$ cat config.mk
export PLATFORM = sky130hd
export DESIGN_NAME = trs_stat_update
export DESIGN_NICKNAME = d
export VERILOG_FILES = /design/src/hdl/trs_pkg.sv /design/src/hdl/trs_stat_update.sv
export SDC_FILE = /design/constraint.sdc
export NUM_CORES = 1
export LEC_CHECK = 0
export ABC_AREA = 1
export BUFFER_PORTS_ARGS = -buffer_cell sky130_fd_sc_hd__buf_2
export CAP_MARGIN = 10
export CORE_ASPECT_RATIO = 0.7
export CORE_MARGIN = 4
export CORE_UTILIZATION = 40
export DETAILED_ROUTE_END_ITERATION = 7
export GPL_ROUTABILITY_DRIVEN = 1
export GPL_TIMING_DRIVEN = 0
export MAX_ROUTING_LAYER = met4
export PLACE_DENSITY = 0.67
export SLEW_MARGIN = 15
export SYNTH_ARGS = -nofsm -noshare
export SYNTH_HDL_FRONTEND = slang
export SYNTH_SLANG_ARGS = --single-unit
$ cat constraint.sdc
create_clock -name vclk -period 3.1
set_clock_uncertainty 0.2 [all_clocks]
set_input_delay 0.31 -clock vclk [all_inputs]
set_output_delay 0.31 -clock vclk [all_outputs]
set_load 0.02 [all_outputs]
$ cat src/hdl/trs_pkg.sv
// Shared types, state codes and status codes of the topic router.
package trs_pkg;

    localparam int KEY_W = 32;
    localparam int VAL_W = 32;
    localparam int SUM_W = 64;
    localparam int CNT_W = 32;
    localparam int SLOT_W = 6;
    localparam int DCNT_W = 7;
    localparam int STATUS_W = 3;

    localparam logic [1:0] OP_PUBLISH = 2'd0;
    localparam logic [1:0] OP_SUBSCRIBE = 2'd1;
    localparam logic [1:0] OP_UNSUBSCRIBE = 2'd2;

    localparam logic [STATUS_W-1:0] ST_DELIVERY = 3'd0;
    localparam logic [STATUS_W-1:0] ST_NO_MATCH = 3'd1;
    localparam logic [STATUS_W-1:0] ST_SUBSCRIBED = 3'd2;
    localparam logic [STATUS_W-1:0] ST_SUB_FULL = 3'd3;
    localparam logic [STATUS_W-1:0] ST_REMOVED = 3'd4;
    localparam logic [STATUS_W-1:0] ST_NO_EFFECT = 3'd5;

    typedef struct packed {
        logic [CNT_W-1:0] count;
        logic signed [SUM_W-1:0] sum;
        logic signed [VAL_W-1:0] min;
        logic signed [VAL_W-1:0] max;
    } trs_stats_t;

    typedef struct packed {
        logic [KEY_W-1:0] id;
        trs_stats_t stats;
    } trs_entry_t;

    typedef enum logic [3:0] {
        S_IDLE,
        S_TRD,
        S_TCHK,
        S_TUPD,
        S_TNEW,
        S_SRD,
        S_SCHK,
        S_FLUSH,
        S_SUB,
        S_UNSUB,
        S_BAD
    } trs_state_t;

endpackage

$ cat src/hdl/trs_stat_update.sv
// Saturating update of one topic's count, sum, minimum and maximum.
module trs_stat_update
(
    input  trs_pkg::trs_stats_t old_stats,
    input  logic signed [trs_pkg::VAL_W-1:0] value,
    output trs_pkg::trs_stats_t new_stats
);

    logic signed [trs_pkg::SUM_W:0] wide_sum;

    assign wide_sum = {old_stats.sum[trs_pkg::SUM_W-1], old_stats.sum}
        + (trs_pkg::SUM_W+1)'(value);

    always_comb
    begin
        new_stats.count = (old_stats.count == '1) ? old_stats.count
                                                   : old_stats.count + 1'b1;
        if (wide_sum[trs_pkg::SUM_W] != wide_sum[trs_pkg::SUM_W-1])
        begin
            new_stats.sum = wide_sum[trs_pkg::SUM_W]
                ? {1'b1, {(trs_pkg::SUM_W-1){1'b0}}}
                : {1'b0, {(trs_pkg::SUM_W-1){1'b1}}};
        end
        else
        begin
            new_stats.sum = wide_sum[trs_pkg::SUM_W-1:0];
        end
        new_stats.min = (value < old_stats.min) ? value : old_stats.min;
        new_stats.max = (value > old_stats.max) ? value : old_stats.max;
    end

endmodule

### Word level (Yosys, flattened, before mapping)

Index checks and enable logic that the tools add are counted.
Widths: inputs -> output; s select.

| word-level totals | value |
|---|---|
| flip-flop bits (word level) | 0 |
| input bits | 192 |
| output and inout bits | 160 |
| logic and storage cells | 11 |

| operators by class | value |
|---|---|
| add/subtract/negate cells | 2 |
| order comparisons | 2 |
| equality and inequality tests | 2 |
| multiplexer cells | 5 |

Operators with widths:

| kind | number |
|---|---|
| $mux 64 | 2 |
| $mux 32 | 3 |
| $add 64x32->65 | 1 |
| $add 32x1->32 const B | 1 |
| $eq 32x32->1 const B | 1 |
| $gt 32x32->1 | 1 |
| $lt 32x32->1 | 1 |
| $ne 1x1->1 | 1 |

### Longest topological paths before layout

| logic depth | value |
|---|---|
| depth after elaboration | 3 |
| gate-level depth with buffers | 19 |
| depth with buffers taken out | 18 |

### Worst setup path after synthesis

Ideal clock, no wire load.

| timing path | value |
|---|---|
| path type | in2out |
| start | in value[0] in the netlist's numbering |
| end | out new_stats[65] in the netlist's numbering |
| arrival | 2.450 ns |
| data required time | 2.590 ns |
| path slack | 0.140 ns |
| stages | 17 |
| buffers on the path | 0 |
| path through | ha_1 > inv_1 > fa_1 > nand3b_1 > nand2_1 > nand2_1 > nand2_1 > nand2_1 > nand2_2 > nand2_2 > nand2_2 > nand2_2 > nand2_1 > nand2_2 > nand2_4 > nor2_8 > o21ai_0 |

RTL lines:

| what | RTL line | text |
|---|---|---|
| start: declaration | trs_stat_update.sv:5 | `input logic signed [trs_pkg::VAL_W-1:0] value,` |
| end: declaration | trs_stat_update.sv:6 | `output trs_pkg::trs_stats_t new_stats` |

==> impl_metrics.py <==
metrics = {
    "critical_path": {
        "critPathMaxFanout": 7,
        "arrival_ps": 2670,
        "cp-startpoint": "value[0]",
        "critical_path_class": "input pin to output pin",
        "required_ps": 2590,
        "cp-start-kind": "input pin",
        "cp-end-kind": "output pin",
    },
    "logic_synthesis": {
        "ys_warn_count": 0,
        "synth_cell_types": 36,
        "syn_area_mm2": 0.00939,
        "syn_area_per_cell_um2": 5.02,
        "synthTopCellsByArea": "nand2_1 (31%), ha_1 (17%), inv_1 (12%)",
        "synth_top_area_share_pct": 30.9,
        "postSynthCellCount": 1869,
        "yosys.area.top_type": "nand2_1",
        "syn_nets": 2190,
        "yosysSeqAreaShare_pct": 0,
    },
    "outcome": {
        "status": "complete, but fails checks",
        "violations": "negative setup slack",
    },
    "global_route": {
        "grt_max_degree": 20,
        "grt_overflow": 0,
        "grt_pass1_vias": 12300,
        "antenna_found_initial": 0,
        "grt_pass1_wl_um": 66100,
        "grt_use_total_pct": 32.6,
    },
    "floorplanning": {
        "rows": 46,
        "num_io_pins": 352,
        "fp.dieW_um": 191,
        "die_area_mm2": 0.0260,
        "start_util_pct": 41.1,
        "core_mm2": 0.0228,
        "die_y_um": 136,
    },
    "hold_path": {
        "hold_start": "old_stats[3]",
        "hold_end": "new_stats[3]",
        "min-delay-path-class": "input pin to output pin",
        "hold_path_depth": 4,
    },
    "sta": {
        "hold_viol": 0,
        "maxSlewViolCount": 0,
        "max_freq_ghz": 0.315,
        "fin_crit_sh_pct": 103,
        "timing.slew.headroom_pct": 61.3,
        "tightest_slew_ps": 581,
        "period_minus_slack_ps": 3180,
        "rsz0062_at_grt": "true",
        "worst_slack_ps": -77.8,
        "setup_viol_count_final": 61,
        "timing.hold.ws_ps": 748,
    },
    "pwr": {
        "power_leakage_uw": 0.00779,
        "power_uw": 4210,
        "vdd_drop_max_mv": 0.218,
        "pwr_density_cell_mw_per_mm2": 301,
    },
    "detailed_routing": {
        "firstDrtPassIters": 7,
        "vias_per_cell": 5.32,
        "wl_um": 45500,
        "drc_errors": 0,
        "ant_nets": 0,
        "drt-wirelength-per-cell_um": 17.6,
        "drtIter0Drc": 1191,
        "vias": 13700,
    },
    "layout": {
        "regArea_um2": 0,
        "drive_gt1_share_pct": 30.4,
        "seq_cell_count": 0,
        "final_util_pct": 61.2,
        "nClkBuffers": 0,
        "fillers": 2332,
        "nNetsFinal": 2591,
        "area_delta_synth_final_pct": 48.8,
        "antenna_cells": 0,
    },
    "place": {
        "place_ws_ps": -1260,
        "dp_hpwl_um": 37400,
        "port_buffers": 352,
        "gp_congestion": 1.03,
    },
    "clock_tree": {
        "cts_hold_buffers": 0,
    },
    "flow_run": {
        "maxCapViolations": 0,
    },
}
worst max-delay path: stages:
cell	delay, ps
buf_8	90
ha_4	140
inv_2	40
fa_2	380
nand3b_1	180
nand2_2	110
nand2_2	70
nand2_4	90
nand2_4	70
nand2_4	80
nand2_4	60
nand2_4	90
nand2_8	90
nand2_8	100
nand2_4	70
nand2_8	100
nand2_8	120
buf_12	180
nand2_1	70
nand2_1	50
buf_2	160
area by class of cell:
cell class         instances  area, µm²  area share, %
plain buffers             28        315           2.26
repair buffers           397       2640           18.9
inverters                293       1100           7.87
well taps                312        390           2.79
multi-input cells       1550       9540           68.2
timing repair:
| action | CTS | global route |
|---|---|---|
| gates resized for setup | 272 | 186 |
| buffers inserted | 25 | 11 |
| gates cloned | 3 | 8 |
| hold endpoints to repair | 0 | 0 |
| pin swaps | 18 | 30 |
| setup endpoints to repair | 128 | 127 |
metrics by stage:
stage / instance area (µm²) / cells / TNS, ps
6_report: 14000 / 2580 / -2520
5_1_grt: 14000 / 2580 / -10660
4_1_cts: 13000 / 2561 / -260
3_5_place_dp: 11500 / 2533 / -124680
3_3_place_gp: 11500 / 2533 / -120920
2_1_floorplan: 9390 / 1869 / 0
cell usage in the layout (no fill, tap or decap), drive strengths merged:
master  instances
buf           410
inv           293
xnor2          15
and3            3
nor4            8
fa              1
nand3b         19
a21oi         114
nand3         109
o21bai         23
o21ai          64
o21a            1
a21o            1
nand2         797
nor2          164
and2            2
xor2           34
o211ai          4
clkbuf         15
ha            128
a211oi          1
nand4          19
or2             8
nor3           35
synthesized netlist by cell type (2+ instances only):
cell type  count
nand2_1      774
inv_1        291
nor2_1       156
ha_1         128
a21oi_1      111
nand3_1      109
o21ai_0       42
xor2_1        34
nor3_1        31
o21bai_1      23
o21ai_2       20
nand3b_1      19
nand4_1       19
nand2_2       17
xnor2_1       15
clkbuf_1      12
buf_6         11
nor4_1         8
or2_2          7
nor2_2         6
buf_2          5
nand2_4        4
nor3_2         4
o211ai_1       4
a21oi_2        3
and3_1         3
and2_1         2
inv_2          2
o21ai_1        2
cells by family (layout without fill, tap and decap cells):
family	after synthesis	in the layout	share of synthesized area [%]
AO/OA/AOI/OAI	208	208	12.8
XOR/XNOR	49	49	4.57
adder cells (fa/ha/maj)	129	129	17.3
buffers and inverters	321	718	13.8
AND/OR/NAND/NOR	1162	1164	51.6
worst max path at each step:
stage | end | cells after the start
6_report | new_stats[104] | 21
5_1_grt | new_stats[104] | 15
4_1_cts | new_stats[111] | 20
3_5_place_dp | new_stats[83] | 15
3_3_place_gp | new_stats[83] | 13
2_1_floorplan | new_stats[65] | 17
routing by layer:
layer  part of all wire (%)  track usage, %  up-vias
li1                       -               -     6704
met1                     47            48.1     6310
met2                     40            47.7      667
met3                     11            5.26       55
met4                    1.7            4.27        0
met5                      0               -        -
where the power goes:
part	leakage, µW	total [µW]	internal, µW	switching [µW]
Clock	0	0	0	0
Combinational	0.00779	4210	1680	2540
Sequential	0	0	0	0
(Power assumes the default switching activity.)
