===== config.mk =====
export PLATFORM = sky130hd
export DESIGN_NAME = trs_filter_mem
export DESIGN_NICKNAME = d
export VERILOG_FILES = /design/src/hdl/trs_pkg.sv /design/src/hdl/trs_filter_mem.sv
export SDC_FILE = /design/constraint.sdc
export NUM_CORES = 2
export LEC_CHECK = 0
export BUFFER_PORTS_ARGS = -buffer_cell sky130_fd_sc_hd__buf_2
export CORE_MARGIN = 4
export CORE_UTILIZATION = 65
export CTS_BUF_LIST = sky130_fd_sc_hd__clkbuf_4 sky130_fd_sc_hd__clkbuf_8
export CTS_CLUSTER_DIAMETER = 50
export DETAILED_ROUTE_END_ITERATION = 7
export GPL_ROUTABILITY_DRIVEN = 0
export PLACE_DENSITY_LB_ADDON = 0.08
export RECOVER_POWER = 100
export SYNTH_ARGS = -nofsm -noshare
export SYNTH_HDL_FRONTEND = slang
export SYNTH_SLANG_ARGS = --single-unit

===== constraint.sdc =====
create_clock -name clk -period 4.2 [get_ports clk]
set_input_delay 0.63 -clock clk [delete_from_list [all_inputs] [get_ports clk]]
set_output_delay 0.63 -clock clk [all_outputs]
set_load 0.02 [all_outputs]

===== src/hdl/trs_pkg.sv =====
// Shared types, state codes and status codes of the topic router.
package trs_pkg;

    localparam int KEY_W = 32;
    localparam int VAL_W = 32;
    localparam int SUM_W = 64;
    localparam int CNT_W = 32;
    localparam int SLOT_W = 6;
    localparam int DCNT_W = 7;
    localparam int STATUS_W = 3;

    localparam logic [1:0] OP_PUBLISH = 2'd0;
    localparam logic [1:0] OP_SUBSCRIBE = 2'd1;
    localparam logic [1:0] OP_UNSUBSCRIBE = 2'd2;

    localparam logic [STATUS_W-1:0] ST_DELIVERY = 3'd0;
    localparam logic [STATUS_W-1:0] ST_NO_MATCH = 3'd1;
    localparam logic [STATUS_W-1:0] ST_SUBSCRIBED = 3'd2;
    localparam logic [STATUS_W-1:0] ST_SUB_FULL = 3'd3;
    localparam logic [STATUS_W-1:0] ST_REMOVED = 3'd4;
    localparam logic [STATUS_W-1:0] ST_NO_EFFECT = 3'd5;

    typedef struct packed {
        logic [CNT_W-1:0] count;
        logic signed [SUM_W-1:0] sum;
        logic signed [VAL_W-1:0] min;
        logic signed [VAL_W-1:0] max;
    } trs_stats_t;

    typedef struct packed {
        logic [KEY_W-1:0] id;
        trs_stats_t stats;
    } trs_entry_t;

    typedef enum logic [3:0] {
        S_IDLE,
        S_TRD,
        S_TCHK,
        S_TUPD,
        S_TNEW,
        S_SRD,
        S_SCHK,
        S_FLUSH,
        S_SUB,
        S_UNSUB,
        S_BAD
    } trs_state_t;

endpackage


===== src/hdl/trs_filter_mem.sv =====
// Subscriber filter memory with a registered read.
module trs_filter_mem
#(
    parameter int DEPTH = 64,
    parameter int AW = 6
)
(
    input  logic clk,
    input  logic we,
    input  logic [AW-1:0] waddr,
    input  logic [trs_pkg::KEY_W-1:0] wdata,
    input  logic [AW-1:0] raddr,
    output logic [trs_pkg::KEY_W-1:0] rdata
);

    logic [trs_pkg::KEY_W-1:0] mem [DEPTH];

    always_ff @(posedge clk)
    begin
        if (we)
        begin
            mem[waddr] <= wdata;
        end
        rdata <= mem[raddr];
    end

endmodule


# After elaboration in Yosys (flattened, before gate mapping)
# Memory sizes are Yosys's and may differ from the RTL's. A register that Yosys moved wholly into a read port is not among the register bits.
# Cells that the tools add are included.
word_totals:
  mem_bits_rw: 2048
  in_bits: 46
  n_memories: 1
  reg_bits: 0
mem_list:
  columns: ["memory", "depth", "width", "read_ports", "rd_clocked_by_memory_dff", "write_ports", "line", "rtl"]
  rows:
  - ["mem", 64, 32, 1, 1, 1, "trs_filter_mem.sv:16", "logic [trs_pkg::KEY_W-1:0] mem [DEPTH];"]
op_classes:
  n_mux: 2
ops:
  columns: ["operator", "count"]
  rows:
  - ["1-bit two-way mux", 2]

# Depth between registers and ports, before layout
logic_depth:
  ltp_word: 2
  ltp_mapped: 10
  mapped_depth_nobuf: 5

# Least setup slack after synthesis
# No wires, ideal clock.
synth_path:
  path_kind: "input port to flip-flop"
  startpoint: "input port waddr[3]"
  endpoint: "memory mem[48][0] in the netlist's numbering (enable)"
  setup_ps: 461
  arrival_ps: 3329
  path_slack_ps: 410
  required_time_ps: 3739
  path_stages: 4
  cell_sequence: "clkbuf_1 > nor2b_1 > nand4b_1 > nor3_1"
synth_lines:
  columns: ["item", "line", "rtl"]
  rows:
  - ["start, declared", "trs_filter_mem.sv:10", "input logic [AW-1:0] waddr,"]
  - ["end, declared", "trs_filter_mem.sv:16", null]
# No word-level cell before the write port.

# Final worst setup path
layout_path:
  startpoint: "input port we"
  endpoint: "memory mem[53][4] in the netlist's numbering (enable)"
layout_via:
  elab_chain_len: 2
layout_rtl:
  columns: ["item", "line", "rtl"]
  rows:
  - ["start, declared", "trs_filter_mem.sv:9", "input logic we,"]
  - ["1-bit two-way mux", "trs_filter_mem.sv:20", "if (we)"]
  - ["1-bit two-way mux (implied by the code)", "trs_filter_mem.sv:22", "mem[waddr] <= wdata;"]
# Every way passes these cells.

==> key figures <==
CTS
  • H-tree levels: 5
  • Clock Path Buffers: 4
  • # Post-CTS Setup Buffers: 0
  • Total CTS buffers: 333
  • Cts repair resizes: 0
  • Worst-skew pair later-pin latency: 1.03 ns
  • Root Driver: clkbuf_8
  • Reg clk slew, reported paths: 0.06 ns
  • CTS Sinks: 2080
  • CTS tree: done

Critical path
  • Worst Path Class, Setup: primary input to flip-flop
  • Setup crit end kind: flip-flop
  • Worst Path Required: 4.74 ns
  • Crit path arrival time: 3.89 ns
  • CP max FO: 32
  • Startpoint types: primary input

Synth
  • Avg Cell Area, Syn: 23.6 um^2
  • Ys async rst share: 0%
  • Syn Inst Count: 3324
  • Top_reg_cell synth: edfxtp_1
  • Yosys warning total: 0
  • EDFF count, synth: 2048
  • Synth Register Bits: 2080
  • Synth unique cells: 34
  • Syn_nets: 3370
  • Seq/Total Area, Yosys: 79.1%
  • Syn Std Cell Area: 78500 um^2

Hold path
  • Hold/Removal Path Class: primary input to flip-flop

Placed design
  • Port Buffers: 77
  • Final HPWL DP: 106000 um
  • Dpl cells: 4993

Timing
  • Setup TNS: 0 ns
  • Worst rel slew slack: -108%
  • RSZ-0062 raised after global routing: false
  • Pins over their slew limit: 2649
  • Worst-margin pin slew: 3.12 ns
  • Final Hold Fails: 0
  • Maximum clock frequency: 299 MHz
  • Final Cycle Share: 79.6%
  • # setup viols final: 0
  • Tmin final: 3.34 ns
  • Final Skew: 0.0506 ns

Layout
  • Post-route insts no fill: 5564
  • # fillers: 6727
  • Layout area overhead: 12.0%
  • Final net count: 3763
  • Layout cells sized above 1: 31.5%

Drt
  • DRT antenna net count: 0
  • Vias/cell: 6.84
  • WL/cell: 34.5 um
  • Top layer in use: met5
  • Met2 WL: 93500 um
  • Met3 WL: 22700 um
  • DRT met1 WL: 70600 um
  • Pre-antenna DRT Iters: 6
  • Detailed Route WL: 192000 um
  • DR vias: 38000
  • Initial DRC Count: 5083
  • DRC viols: 0

Power
  • VDD IR-drop max: 0.381 mV
  • Overall Power: 0.0414 W
  • Power density cells: 470 nW/um^2
  • Static leakage: 27.6 nW

Global route
  • Initial antenna violation count: 18
  • Total gr overflow: 0
  • First-pass GRT wire length: 277000 um
  • Pin count of the biggest net entering global routing: 73
  • Vias in the first global route: 38700
  • All-Layer GR Usage: 31.4%

Run
  • Max-cap violations: 62

Floorplanning
  • # IOs: 78
  • Die height: 356 um
  • Core outline area: 120000 um^2
  • Die Wd: 356 um
  • Initial core utilization: 65.4%
  • Area of the die: 126000 um^2
  • Rows: 127

Status
  • Failing checks: capacitance limit, slew limit
  • Status: finished, violations left
-- cell families (layout without fill, tap and decap cells) --
logic type	after synthesis	after routing	share of synthesized area (%)
compound gates	202	202	1.67
buf+inv	182	799	1.13
flops	2080	2080	79.1
mux	637	637	16.8
other cells	0	11	0
simple gates	223	223	1.27
-- what timing repair did --
action	CTS	global route
hold buffers	1	0
endpoints found under the hold margin	20	0
setup endpoints to repair	0	0
-- per-stage QoR --
| step | cell area (um^2) | hold slack, ns | utilization [%] | setup WS [ns] |
|---|---|---|---|---|
| 6_report | 87900 | 0.248 | 73.3 | 0.859 |
| 5_1_grt | 87900 | 0.156 | 73.3 | 0.829 |
| 4_1_cts | 88300 | 0.0608 | 73.6 | 1.63 |
| 3_5_place_dp | 82200 | 0.735 | 68.5 | 0.540 |
| 3_3_place_gp | 82200 | 0.724 | 68.5 | 0.563 |
| 2_1_floorplan | 78500 | 0.663 | - | 0.410 |
-- synth_stat cells, types with 4 or more instances --
cell type,n,area (um^2)
a22oi_1,12,90.1
nor2b_1,15,93.8
o22ai_1,84,526
o32ai_1,4,35.0
buf_6,5,56.3
nand2_1,26,97.6
nor3_1,7,35.0
o221ai_1,27,236
nor2_1,137,514
a21oi_1,62,310
nand3b_1,5,37.5
a311oi_1,8,70.1
mux2i_1,93,931
mux4_2,544,12300
nand3_1,5,25.0
clkbuf_1,74,278
a41o_1,4,40.0
buf_2,57,285
buf_4,25,188
edfxtp_1,2048,61500
dfxtp_1,32,641
buf_1,21,78.8
and3_1,4,25.0
nand2b_1,8,50.1
-- placed cells by master, fill, tap and decap left out, types with 5 or more instances in the layout --
cell type      n
edfxtp_1    2048
mux4_2       544
clkbuf_8     353
clkbuf_4     107
nor2_1        96
mux2i_1       93
buf_4         90
clkbuf_1      89
o22ai_1       84
a21oi_1       62
clkinv_1      57
nor2_4        41
clkinv_2      34
dfxtp_1       32
buf_12        29
o221ai_1      27
nand2_1       26
clkbuf_2      21
nor2b_1       15
a22oi_1       12
diode_2       11
nand2b_1       8
a311oi_1       8
buf_2          7
nor3_1         6
clkinvlp_4     6
nand3b_1       5
nand3_1        5
-- final timing paths --
| kind | start | endpoint | slack, ns | depth (start not counted) |
|---|---|---|---|---|
| worst max-delay path | we | mem[53][4] | 0.86 | 5 |
| worst min-delay path | raddr[4] | rdata[0] | 0.25 | 3 |
| worst max register to register | mem[1][11] | rdata[11] | 1.86 | 4 |
| worst min register to register | mem[12][20] | rdata[20] | 0.75 | 4 |
-- layer usage --
layer | up-vias | GRT usage [%]
met5 | - | 0
met4 | 10 | 9.58
met3 | 355 | 7.95
met2 | 2448 | 48.6
met1 | 20100 | 45.5
li1 | 15100 | -
-- power breakdown --
group	internal (W)	total [W]	switching, W
combinational	0.000761	0.00205	0.00129
sequential	0.0230	0.0231	0.000101
clock	0.00877	0.0162	0.00741
-- registers in the layout, indices dropped and copies added, names as in the netlist --
register,flops
mem,2048
rdata,32
-- worst max-delay path: stages --
cell	delay (ns)
clkbuf_1	0.23
nor2b_1	0.22
nand4_1	0.38
nor2_4	0.21
clkbuf_1	2.18
-- layout make-up --
class / instances / area, um^2 / area share, %
tap: 1612 / 2020 / 2.29
multi-input combinational: 1062 / 15800 / 18.0
sequential: 2080 / 62100 / 70.7
clock inverter: 99 / 489 / 0.556
clock buffer: 460 / 5660 / 6.44
antenna: 11 / 27.5 / 0.0313
timing repair buffer: 240 / 1790 / 2.03
Note: power is estimated with default switching activity, not from simulation.
